--- src/hdl/gsm7pk_pkg.sv ---
// Shared types, constants and the character mapping ROM of the GSM 7-bit packer.
`default_nettype none
package gsm7pk_pkg;

    localparam int PAYLOAD_BYTES = 56;
    localparam int CAP_BITS      = PAYLOAD_BYTES * 8;
    localparam int BPW           = $clog2(CAP_BITS + 1);
    localparam int SEPTET        = 7;
    localparam int STRW          = 2 * SEPTET;
    localparam int ACCW          = 24;
    localparam int CNTW          = BPW - 2;
    localparam int MAX_RES       = 3;
    localparam int QDEPTH        = 2;
    localparam int QAW           = (QDEPTH > 1) ? $clog2(QDEPTH) : 1;
    localparam int QCW           = $clog2(QDEPTH + 1);

    localparam logic [6:0] ESC_CODE   = 7'h1B;
    localparam logic [6:0] SPACE_CODE = 7'h20;
    localparam logic [7:0] NUL_BYTE   = 8'h00;

    typedef struct packed {
        logic [6:0] code;
        logic       is_ext;
        logic       is_nul;
        logic       eom;
    } t_cls;

    typedef struct packed {
        logic [7:0] packed_byte;
        logic       byte_valid;
        logic       last_of_message;
        logic [5:0] byte_count;
    } t_res;

    typedef struct packed {
        logic full;
        logic empty;
    } t_qflags;

    typedef struct packed {
        logic       is_ext;
        logic [6:0] code;
    } t_map;

    // Reverse of the basic and extended alphabet tables. Where a byte sits in
    // both tables the basic entry has the lower index and wins.
    function automatic t_map map_char(input logic [7:0] c);
        t_map m;
        m.is_ext = 1'b0;
        m.code   = SPACE_CODE;
        unique case (c) inside
            [8'h20:8'h23], [8'h25:8'h3F], [8'h41:8'h5A], [8'h61:8'h7A]:
                m.code = c[6:0];
            8'h40: m.code = 7'd0;
            8'hA3: m.code = 7'd1;
            8'h24: m.code = 7'd2;
            8'hA5: m.code = 7'd3;
            8'hE8: m.code = 7'd4;
            8'hE9: m.code = 7'd5;
            8'hF9: m.code = 7'd6;
            8'hEC: m.code = 7'd7;
            8'hF2: m.code = 7'd8;
            8'hC7: m.code = 7'd9;
            8'h0A: m.code = 7'd10;
            8'hD8: m.code = 7'd11;
            8'hF8: m.code = 7'd12;
            8'h0D: m.code = 7'd13;
            8'hC5: m.code = 7'd14;
            8'hE5: m.code = 7'd15;
            8'h80: m.code = 7'd16;
            8'h5F: m.code = 7'd17;
            8'h81: m.code = 7'd18;
            8'h82: m.code = 7'd19;
            8'h83: m.code = 7'd20;
            8'h84: m.code = 7'd21;
            8'h85: m.code = 7'd22;
            8'h86: m.code = 7'd23;
            8'h87: m.code = 7'd24;
            8'h88: m.code = 7'd25;
            8'h89: m.code = 7'd26;
            8'h1B: m.code = 7'd27;
            8'hC6: m.code = 7'd28;
            8'hE6: m.code = 7'd29;
            8'hDF: m.code = 7'd30;
            8'hC9: m.code = 7'd31;
            8'hA4: m.code = 7'h24;
            8'hA1: m.code = 7'h40;
            8'hC4: m.code = 7'h5B;
            8'hD6: m.code = 7'h5C;
            8'hD1: m.code = 7'h5D;
            8'hDC: m.code = 7'h5E;
            8'hA7: m.code = 7'h5F;
            8'hBF: m.code = 7'h60;
            8'hE4: m.code = 7'h7B;
            8'hF6: m.code = 7'h7C;
            8'hF1: m.code = 7'h7D;
            8'hFC: m.code = 7'h7E;
            8'hE0: m.code = 7'h7F;
            8'h0C: begin m.is_ext = 1'b1; m.code = 7'd10;  end
            8'h5E: begin m.is_ext = 1'b1; m.code = 7'd20;  end
            8'h7B: begin m.is_ext = 1'b1; m.code = 7'd40;  end
            8'h7D: begin m.is_ext = 1'b1; m.code = 7'd41;  end
            8'h5B: begin m.is_ext = 1'b1; m.code = 7'd44;  end
            8'h5C: begin m.is_ext = 1'b1; m.code = 7'd47;  end
            8'h7E: begin m.is_ext = 1'b1; m.code = 7'd61;  end
            8'h5D: begin m.is_ext = 1'b1; m.code = 7'd62;  end
            8'h7C: begin m.is_ext = 1'b1; m.code = 7'd64;  end
            default: m.code = SPACE_CODE;
        endcase
        return m;
    endfunction

endpackage
`default_nettype wire

--- src/hdl/gsm7pk_in_if.sv ---
// Valid/ready channel carrying one text character item.
`default_nettype none
interface gsm7pk_in_if;
    logic       valid;
    logic       ready;
    logic [7:0] char_byte;
    logic       end_of_message;

    modport source(output valid, char_byte, end_of_message, input ready);
    modport sink(input valid, char_byte, end_of_message, output ready);
endinterface
`default_nettype wire

--- src/hdl/gsm7pk_out_if.sv ---
// Valid/ready channel carrying one packed octet item.
`default_nettype none
interface gsm7pk_out_if;
    logic       valid;
    logic       ready;
    logic [7:0] packed_byte;
    logic       byte_valid;
    logic       last_of_message;
    logic [5:0] byte_count;

    modport source(output valid, packed_byte, byte_valid, last_of_message, byte_count,
                   input ready);
    modport sink(input valid, packed_byte, byte_valid, last_of_message, byte_count,
                 output ready);
endinterface
`default_nettype wire

--- src/hdl/gsm7pk_front.sv ---
// Front stage: accepts characters, looks up the septet code and classifies the item.
`default_nettype none
module gsm7pk_front (
    input  wire                    i_clk,
    input  wire                    i_rst_n,
    gsm7pk_in_if.sink              i_in,
    input  gsm7pk_pkg::t_qflags    i_qflags,
    output logic                   o_push,
    output gsm7pk_pkg::t_cls       o_cls
);

    logic              r_valid;
    gsm7pk_pkg::t_cls  r_cls;
    gsm7pk_pkg::t_cls  n_cls;
    gsm7pk_pkg::t_map  w_map;
    logic              w_accept;

    assign o_push     = r_valid && !i_qflags.full;
    assign i_in.ready = !r_valid || !i_qflags.full;
    assign w_accept   = i_in.valid && i_in.ready;

    always_comb begin
        w_map        = gsm7pk_pkg::map_char(i_in.char_byte);
        n_cls.code   = w_map.code;
        n_cls.is_ext = w_map.is_ext;
        n_cls.is_nul = (i_in.char_byte == gsm7pk_pkg::NUL_BYTE);
        n_cls.eom    = i_in.end_of_message;
    end

    always_ff @(posedge i_clk) begin
        if (!i_rst_n) begin
            r_valid <= 1'b0;
        end else if (w_accept) begin
            r_valid <= 1'b1;
        end else if (o_push) begin
            r_valid <= 1'b0;
        end
    end

    always_ff @(posedge i_clk) begin
        if (w_accept) begin
            r_cls <= n_cls;
        end
    end

    assign o_cls = r_cls;

endmodule
`default_nettype wire

--- src/hdl/gsm7pk_queue.sv ---
// Short queue of classified items between the front and back stages.
`default_nettype none
module gsm7pk_queue (
    input  wire                    i_clk,
    input  wire                    i_rst_n,
    input  wire                    i_push,
    input  gsm7pk_pkg::t_cls       i_cls,
    input  wire                    i_pop,
    output gsm7pk_pkg::t_cls       o_head,
    output gsm7pk_pkg::t_qflags    o_qflags
);

    gsm7pk_pkg::t_cls                r_mem [gsm7pk_pkg::QDEPTH];
    logic [gsm7pk_pkg::QAW-1:0]      r_wr;
    logic [gsm7pk_pkg::QAW-1:0]      r_rd;
    logic [gsm7pk_pkg::QCW-1:0]      r_cnt;

    function automatic logic [gsm7pk_pkg::QAW-1:0] bump(input logic [gsm7pk_pkg::QAW-1:0] p);
        if (p == gsm7pk_pkg::QAW'(gsm7pk_pkg::QDEPTH - 1)) begin
            return '0;
        end
        return p + 1'b1;
    endfunction

    assign o_qflags.full  = (r_cnt == gsm7pk_pkg::QCW'(gsm7pk_pkg::QDEPTH));
    assign o_qflags.empty = (r_cnt == '0);
    assign o_head         = r_mem[r_rd];

    always_ff @(posedge i_clk) begin
        if (!i_rst_n) begin
            r_wr  <= '0;
            r_rd  <= '0;
            r_cnt <= '0;
        end else begin
            if (i_push) begin
                r_wr <= bump(r_wr);
            end
            if (i_pop) begin
                r_rd <= bump(r_rd);
            end
            if (i_push && !i_pop) begin
                r_cnt <= r_cnt + 1'b1;
            end else if (i_pop && !i_push) begin
                r_cnt <= r_cnt - 1'b1;
            end
        end
    end

    always_ff @(posedge i_clk) begin
        if (i_push) begin
            r_mem[r_wr] <= i_cls;
        end
    end

endmodule
`default_nettype wire

--- src/hdl/gsm7pk_back.sv ---
// Back stage: packs septets into octets, handles capacity and end of message,
// and streams the results of each item out of a small result buffer.
`default_nettype none
module gsm7pk_back (
    input  wire                    i_clk,
    input  wire                    i_rst_n,
    input  gsm7pk_pkg::t_cls       i_head,
    input  gsm7pk_pkg::t_qflags    i_qflags,
    output logic                   o_pop,
    gsm7pk_out_if.source           o_out
);

    localparam int BPW  = gsm7pk_pkg::BPW;
    localparam int CW   = BPW + 5;
    localparam int STRW = gsm7pk_pkg::STRW;
    localparam int ACCW = gsm7pk_pkg::ACCW;
    localparam int CNTW = gsm7pk_pkg::CNTW;
    localparam logic [BPW-1:0] CAP_V = BPW'(gsm7pk_pkg::CAP_BITS);

    logic [6:0]       r_pend;
    logic [BPW-1:0]   r_bitpos;
    logic             r_ended;
    logic [1:0]       r_left;
    gsm7pk_pkg::t_res r_res [gsm7pk_pkg::MAX_RES];

    logic             w_take;
    logic             w_active;
    logic [4:0]       w_nb_raw;
    logic [4:0]       w_nb;
    logic [BPW-1:0]   w_room;
    logic [STRW-1:0]  w_stream;
    logic [STRW-1:0]  w_stream_m;
    logic [2:0]       w_off;
    logic [ACCW-1:0]  w_acc;
    logic [4:0]       w_total;
    logic [1:0]       w_nfull;
    logic [2:0]       w_rem;
    logic [6:0]       n_pend;
    logic [BPW-1:0]   n_bitpos;
    logic             n_ended;
    logic [CNTW-1:0]  w_count;
    logic [1:0]       n_left;
    gsm7pk_pkg::t_res w_res [gsm7pk_pkg::MAX_RES];

    assign w_take = o_out.valid && o_out.ready;
    assign o_pop  = !i_qflags.empty && ((r_left == 2'd0) || ((r_left == 2'd1) && w_take));

    always_comb begin
        w_active = !r_ended && !i_head.is_nul;
        w_nb_raw = !w_active ? 5'd0 :
                   (i_head.is_ext ? 5'(2 * gsm7pk_pkg::SEPTET) : 5'(gsm7pk_pkg::SEPTET));
        w_room   = CAP_V - r_bitpos;
        w_nb     = (CW'(w_room) < CW'(w_nb_raw)) ? 5'(w_room) : w_nb_raw;

        // The escape code goes out first, so it takes the low septet of the stream.
        w_stream   = i_head.is_ext ? {i_head.code, gsm7pk_pkg::ESC_CODE}
                                   : {7'd0, i_head.code};
        w_stream_m = w_stream & ~({STRW{1'b1}} << w_nb);

        w_off   = r_bitpos[2:0];
        w_acc   = ACCW'(r_pend) | (ACCW'(w_stream_m) << w_off);
        w_total = 5'(w_off) + w_nb;
        w_nfull = w_total[4:3];
        w_rem   = w_total[2:0];

        case (w_nfull)
            2'd0:    n_pend = w_acc[6:0];
            2'd1:    n_pend = w_acc[14:8];
            default: n_pend = w_acc[22:16];
        endcase

        n_bitpos = r_bitpos + BPW'(w_nb);
        n_ended  = r_ended || i_head.is_nul || (n_bitpos >= CAP_V);
        w_count  = CNTW'(n_bitpos >> 3) + CNTW'(n_bitpos[2:0] != 3'd0);

        for (int k = 0; k < gsm7pk_pkg::MAX_RES; k++) begin
            w_res[k].packed_byte     = w_acc[8*k +: 8];
            w_res[k].byte_valid      = 1'b1;
            w_res[k].last_of_message = 1'b0;
            w_res[k].byte_count      = 6'd0;
        end
        n_left = w_nfull;

        if (i_head.eom) begin
            if (w_rem != 3'd0) begin
                w_res[w_nfull].packed_byte     = {1'b0, n_pend};
                w_res[w_nfull].last_of_message = 1'b1;
                w_res[w_nfull].byte_count      = 6'(w_count);
                n_left = w_nfull + 2'd1;
            end else if (w_nfull != 2'd0) begin
                w_res[w_nfull - 2'd1].last_of_message = 1'b1;
                w_res[w_nfull - 2'd1].byte_count      = 6'(w_count);
            end else begin
                // Nothing left to send: a bare end marker closes the message.
                w_res[0].packed_byte     = 8'd0;
                w_res[0].byte_valid      = 1'b0;
                w_res[0].last_of_message = 1'b1;
                w_res[0].byte_count      = 6'(w_count);
                n_left = 2'd1;
            end
        end
    end

    always_ff @(posedge i_clk) begin
        if (!i_rst_n) begin
            r_left   <= 2'd0;
            r_pend   <= 7'd0;
            r_bitpos <= '0;
            r_ended  <= 1'b0;
        end else if (o_pop) begin
            r_left <= n_left;
            if (i_head.eom) begin
                r_pend   <= 7'd0;
                r_bitpos <= '0;
                r_ended  <= 1'b0;
            end else begin
                r_pend   <= n_pend;
                r_bitpos <= n_bitpos;
                r_ended  <= n_ended;
            end
        end else if (w_take) begin
            r_left <= r_left - 2'd1;
        end
    end

    always_ff @(posedge i_clk) begin
        if (o_pop) begin
            r_res <= w_res;
        end else if (w_take) begin
            for (int k = 0; k < gsm7pk_pkg::MAX_RES - 1; k++) begin
                r_res[k] <= r_res[k + 1];
            end
        end
    end

    assign o_out.valid           = (r_left != 2'd0);
    assign o_out.packed_byte     = r_res[0].packed_byte;
    assign o_out.byte_valid      = r_res[0].byte_valid;
    assign o_out.last_of_message = r_res[0].last_of_message;
    assign o_out.byte_count      = r_res[0].byte_count;

    a_bitpos_cap: assert property (@(posedge i_clk) disable iff (!i_rst_n)
        r_bitpos <= CAP_V)
        else $error("bit position beyond payload capacity");

    a_pend_clean: assert property (@(posedge i_clk) disable iff (!i_rst_n)
        (r_pend >> r_bitpos[2:0]) == 7'd0)
        else $error("stray bits above the fill point of the partial octet");

    a_marker_last: assert property (@(posedge i_clk) disable iff (!i_rst_n)
        (o_out.valid && !o_out.byte_valid) |-> o_out.last_of_message)
        else $error("end marker without last_of_message");

    a_left_bound: assert property (@(posedge i_clk) disable iff (!i_rst_n)
        r_left <= 2'(gsm7pk_pkg::MAX_RES))
        else $error("result buffer overfilled");

    a_count_only_last: assert property (@(posedge i_clk) disable iff (!i_rst_n)
        (o_out.valid && !o_out.last_of_message) |-> (o_out.byte_count == 6'd0))
        else $error("byte count on a result that does not end the message");

endmodule
`default_nettype wire

--- src/hdl/gsm7_septet_packer_core.sv ---
// Top level of the GSM 7-bit septet packer.
//
//   channel   direction  payload
//   i_in      in         char_byte[7:0], end_of_message
//   o_out     out        packed_byte[7:0], byte_valid, last_of_message, byte_count[5:0]
//
// A character enters every cycle while the queue has room; the back stage takes
// the next item once the last result of the previous one is taken, and sends
// one result per cycle on o_out while o_out is ready, at most three per item.
// An item reaches o_out through the front register, the queue and the result buffer.
// Reset is synchronous and clears the queue, the result buffer and the packing
// state. A stall on o_out fills the result buffer, then the queue, then i_in.
`default_nettype none
module gsm7_septet_packer_core (
    input  wire            i_clk,
    input  wire            i_rst_n,
    gsm7pk_in_if.sink      i_in,
    gsm7pk_out_if.source   o_out
);

    logic                   w_push;
    logic                   w_pop;
    gsm7pk_pkg::t_cls       w_cls;
    gsm7pk_pkg::t_cls       w_head;
    gsm7pk_pkg::t_qflags    w_qflags;

    gsm7pk_front u_front (
        .i_clk    (i_clk),
        .i_rst_n  (i_rst_n),
        .i_in     (i_in),
        .i_qflags (w_qflags),
        .o_push   (w_push),
        .o_cls    (w_cls)
    );

    gsm7pk_queue u_queue (
        .i_clk    (i_clk),
        .i_rst_n  (i_rst_n),
        .i_push   (w_push),
        .i_cls    (w_cls),
        .i_pop    (w_pop),
        .o_head   (w_head),
        .o_qflags (w_qflags)
    );

    gsm7pk_back u_back (
        .i_clk    (i_clk),
        .i_rst_n  (i_rst_n),
        .i_head   (w_head),
        .i_qflags (w_qflags),
        .o_pop    (w_pop),
        .o_out    (o_out)
    );

endmodule
`default_nettype wire

--- src/flat_wrapper.sv ---
// flat-port wrapper written by rule: the top's interface ports become plain ports
module gsm7_septet_packer_core_flat 
  (i_clk, i_rst_n, i_in_valid, i_in_char_byte, i_in_end_of_message, i_in_ready, o_out_valid, o_out_packed_byte, o_out_byte_valid, o_out_last_of_message, o_out_byte_count, o_out_ready);
  gsm7pk_in_if i_in_i ();
  gsm7pk_out_if o_out_i ();
  input  wire i_clk;
  input  wire i_rst_n;
  input wire logic [$bits(i_in_i.valid)-1:0] i_in_valid;
  input wire logic [$bits(i_in_i.char_byte)-1:0] i_in_char_byte;
  input wire logic [$bits(i_in_i.end_of_message)-1:0] i_in_end_of_message;
  output wire logic [$bits(i_in_i.ready)-1:0] i_in_ready;
  output wire logic [$bits(o_out_i.valid)-1:0] o_out_valid;
  output wire logic [$bits(o_out_i.packed_byte)-1:0] o_out_packed_byte;
  output wire logic [$bits(o_out_i.byte_valid)-1:0] o_out_byte_valid;
  output wire logic [$bits(o_out_i.last_of_message)-1:0] o_out_last_of_message;
  output wire logic [$bits(o_out_i.byte_count)-1:0] o_out_byte_count;
  input wire logic [$bits(o_out_i.ready)-1:0] o_out_ready;
  assign i_in_i.valid = i_in_valid;
  assign i_in_i.char_byte = i_in_char_byte;
  assign i_in_i.end_of_message = i_in_end_of_message;
  assign i_in_ready = i_in_i.ready;
  assign o_out_valid = o_out_i.valid;
  assign o_out_packed_byte = o_out_i.packed_byte;
  assign o_out_byte_valid = o_out_i.byte_valid;
  assign o_out_last_of_message = o_out_i.last_of_message;
  assign o_out_byte_count = o_out_i.byte_count;
  assign o_out_i.ready = o_out_ready;
  gsm7_septet_packer_core u_core (.i_clk(i_clk), .i_rst_n(i_rst_n), .i_in(i_in_i), .o_out(o_out_i));
endmodule
--- config.mk ---
export PLATFORM = sky130hd
export DESIGN_NAME = gsm7_septet_packer_core_flat
export DESIGN_NICKNAME = d
export VERILOG_FILES = /design/src/hdl/gsm7pk_pkg.sv /design/src/hdl/gsm7pk_in_if.sv /design/src/hdl/gsm7pk_out_if.sv /design/src/hdl/gsm7pk_front.sv /design/src/hdl/gsm7pk_queue.sv /design/src/hdl/gsm7pk_back.sv /design/src/hdl/gsm7_septet_packer_core.sv /design/src/flat_wrapper.sv
export SDC_FILE = /design/constraint.sdc
export NUM_CORES = 1
export LEC_CHECK = 0
export BUFFER_PORTS_ARGS = -buffer_cell sky130_fd_sc_hd__buf_2
export CORE_MARGIN = 2
export CORE_UTILIZATION = 65
export DETAILED_ROUTE_END_ITERATION = 7
export MAX_ROUTING_LAYER = met4
export PLACE_DENSITY = 0.81
export SETUP_SLACK_MARGIN = 0.1
export SYNTH_ARGS = -nofsm -noshare
export SYNTH_HDL_FRONTEND = slang
export SYNTH_SLANG_ARGS = --single-unit
--- constraint.sdc ---
create_clock -name i_clk -period 10.9 [get_ports i_clk]
set_input_delay 1.635 -clock i_clk [delete_from_list [all_inputs] [get_ports i_clk]]
set_output_delay 1.635 -clock i_clk [all_outputs]
set_load 0.03 [all_outputs]
==> impl_results.md <==
* First-pass GRT wire length at about 30 mm
* WHS at approximately 460 ps
* Area grow syn2layout at 3.61%
* CTS tree: done
* Vias in the first global route at between 6000 and 7000
* 1st-pass router iterations at 8
* Clock sink count at 100
* DRC violations left at 0
* Crit end category: flip-flop
* Post-synth ARST share at 0%
* Largest net degree at the start of global routing at 60
* M2 GR Usage at approximately 56%
* Gates resized, CTS repair at 0
* Top cells by count, synth: nand2_1 (82), edfxtp_1 (75), nor2_1 (64)
* RSZ-0062 raised after global routing: false
* WL final at between 15 and 20 mm
* Core ar. at 10800 um2
* Final cycle utilization of the critical path at 67.7%
* Post-CTS Setup Bufs at 0
* DIE AREA at 11900 um2
* Layout cells sized above 1 at roughly a tenth
* TNS Setup at 0 ps
* Hold Path Class: flip-flop to flip-flop
* Overall Global Routing Usage at between 30 and 40%
* Worst path arrival time at around 7500 ps
* Startpoint Class: flip-flop
* Rows at 38
* Initial Util at between 60% and 70%
* Fin. Hold Viols at 0
* Final Critical Period at around 7400 ps
* Seq cells post-synth at 100
* Number of DRC markers in iteration 0 at just under 800
* Worst Path Required at ~11000 ps
* Max cap viols at 0
* Routed len/inst at between 15 and 20 um
* Vert. Die Dim at roughly 110 um
* Clock slew at reported path FFs at about 110 ps
* Pwr dens at roughly 250 nW/um2
* Outcome: completed
* CP max FO at 25
* Worst Tran Pin Value at 1300 ps
* Via count at roughly 6600
* Syn Inst Count at slightly above 800
* Number of synthesized flops with an enable pin at 75
* Vias per cell at between 6 and 7
* Layout Nets at 834
* Root Driver: clkbuf_8
* Worst Skew at 16.0 ps
* IO buf count at 30
* Pleak at approximately 2.8 nW
* Ant. Diodes at 0
* Synthesized area at approximately 7200 um2
* Register area share after synthesis at a little under two fifths
* Yosys top cell area share at between 30% and 40%
* Final HPWL DP at roughly 14 mm
* Global placer's final weighted congestion at about 1.0
* WS Path Type: flip-flop to flip-flop
* Global route hottest layer: met2
* Maximum vdd drop at approximately 0.00016 V
* Fillers at approximately 840
* Total grt overflow at 0
* Yosys cell types at ~80
* H-tree depth at 3
* Slew headroom at about an eighth
* CTS buffer count at 9
* F_max at 0.136 GHz
* Bufs on Longest Clock Path at 2
* Synth area leader: edfxtp_1
* Hold_buf cts at 0
* Ranking of synthesized cells by area: edfxtp_1 (31%), dfxtp_1 (7.0%), nand2_1 (4.3%)
* Synth warnings at 0
* Met1 usage at ~40%
* Initial antenna violation count at 0
* Clock insertion delay at the later pin of the skew report at slightly below 400 ps
* Post-Syn Nets at ~850
* DRT antenna net count at 0
* Count leader, synth: nand2_1
* Width of the die at ~110 um
* Syn avg cell area at approximately 8.8 um2
* # IOs at 31
* Global-route track usage on met3 at under 10%
* Most used DFF post-synth: edfxtp_1
* Final setup violation count at 0
* Final Max Slew Viols at 0
sequential cells by signal, summed over array words and instances (netlist names), named ones only:
name,flops
u_core.u_back.o_out.byte_count,6
u_core.u_back.o_out.byte_valid,1
u_core.u_back.o_out.last_of_message,1
u_core.u_back.o_out.packed_byte,8
u_core.u_back.r_bitpos,9
u_core.u_back.r_ended,1
u_core.u_back.r_left,2
u_core.u_back.r_pend,7
u_core.u_back.r_res,29
u_core.u_front.o_cls,10
u_core.u_front.r_valid,1
u_core.u_queue.r_cnt,2
u_core.u_queue.r_mem,20
u_core.u_queue.r_rd,1
u_core.u_queue.r_wr,1
layout make-up:
type                    instances  area (um2)  area share, %
clock buffers                   9         124           1.66
clock inverters                 7        80.1           1.07
inverters                      27         101           1.36
multi-input cells             627        4040           54.1
flip-flops and latches        100        2750           36.9
well taps                     140         175           2.35
repair buffers                 35         188           2.52
per-stage QoR:
step	total power (W)	cell area [um2]	utilization (%)	setup slack, ps	cells
3_3_place_gp	0.00155	7260	66.9	4170	929
4_1_cts	0.00185	7460	68.8	3770	945
3_5_place_dp	0.00160	7260	66.9	3790	929
5_1_grt	0.00198	7460	68.8	3090	945
2_1_floorplan	0.00138	7200	-	4940	819
6_report	0.00186	7460	68.8	3520	945
worst paths after layout:
| check | start | endpoint | slack [ps] | depth (start not counted) |
|---|---|---|---|---|
| setup reg to reg | u_core.u_back.r_bitpos[0]$_SDFFE_PN0P_ | u_core.u_back.o_out.byte_count[4]$_DFFE_PP_ | 3520 | 20 |
| setup / recovery | u_core.u_back.r_bitpos[0]$_SDFFE_PN0P_ | u_core.u_back.o_out.byte_count[4]$_DFFE_PP_ | 3520 | 20 |
| hold / removal | u_core.u_front.o_cls[2]$_DFFE_PP_ | u_core.u_queue.r_mem[1][2]$_DFFE_PP_ | 460 | 0 |
| hold reg to reg | u_core.u_front.o_cls[2]$_DFFE_PP_ | u_core.u_queue.r_mem[1][2]$_DFFE_PP_ | 460 | 0 |
cells in the final DEF, fill, tap and decap left out, types with 4 or more instances in the layout:
cell type / instances
mux2i_1: 11
a22o_1: 18
o31ai_1: 11
a31oi_1: 11
nor3_1: 25
o21ai_0: 37
o22ai_1: 6
o211ai_1: 12
nor2b_1: 16
buf_4: 5
mux2_2: 8
dfxtp_1: 25
nand2b_1: 14
or3_1: 10
and2_1: 17
buf_2: 30
a22oi_1: 9
inv_1: 24
nor2_1: 64
a211oi_1: 5
nor4_1: 12
mux4_2: 5
edfxtp_1: 75
nand2_1: 82
nand4_1: 4
o21ai_1: 11
o21a_1: 6
a2bb2oi_1: 5
a21oi_1: 50
a21o_1: 8
xnor2_1: 9
and3_1: 15
xor2_1: 8
a21boi_0: 5
nand3_1: 47
a221o_1: 5
ha_1: 20
clkbuf_8: 9
per-layer routing:
metal	vias up	routed length (um)
met1	3061	7250
met2	423	9380
met5	-	0
li1	3008	-
met4	0	627
met3	75	1640
where the power goes:
part / total [W] / internal [W] / switching, W
clock network: 0.000250 / 0.000110 / 0.000139
logic: 0.000982 / 0.000321 / 0.000661
registers: 0.000633 / 0.000583 / 0.0000502
cells by family (layout without fill, tap and decap cells):
family                     count (synthesis)  in the layout  share of synthesized area (%)
AOI/OAI and AO/OA                        236            236                           22.6
xor gates and xnor gates                  18             18                           2.29
adders and majority gates                 22             22                           3.89
buffers and inverters                     92             78                           5.82
DFF                                      100            100                           38.2
muxes                                     25             25                           4.50
other                                      1              1                         0.0521
and+or+nand+nor                          325            325                           22.6
critical path, cell delays in order, from the launching register on:
cell,delay [ps]
dfxtp_1,930
clkinv_1,670
ha_1,440
xor2_1,410
inv_1,180
ha_1,330
and3_1,190
a311oi_4,690
nand3_1,210
and2_1,260
fa_1,440
xor2_1,190
and3b_1,340
inv_1,180
ha_1,250
ha_1,220
and2_1,150
maj3_1,370
a21oi_1,270
xnor2_1,170
a22o_1,230
(Power assumes the default switching activity.)
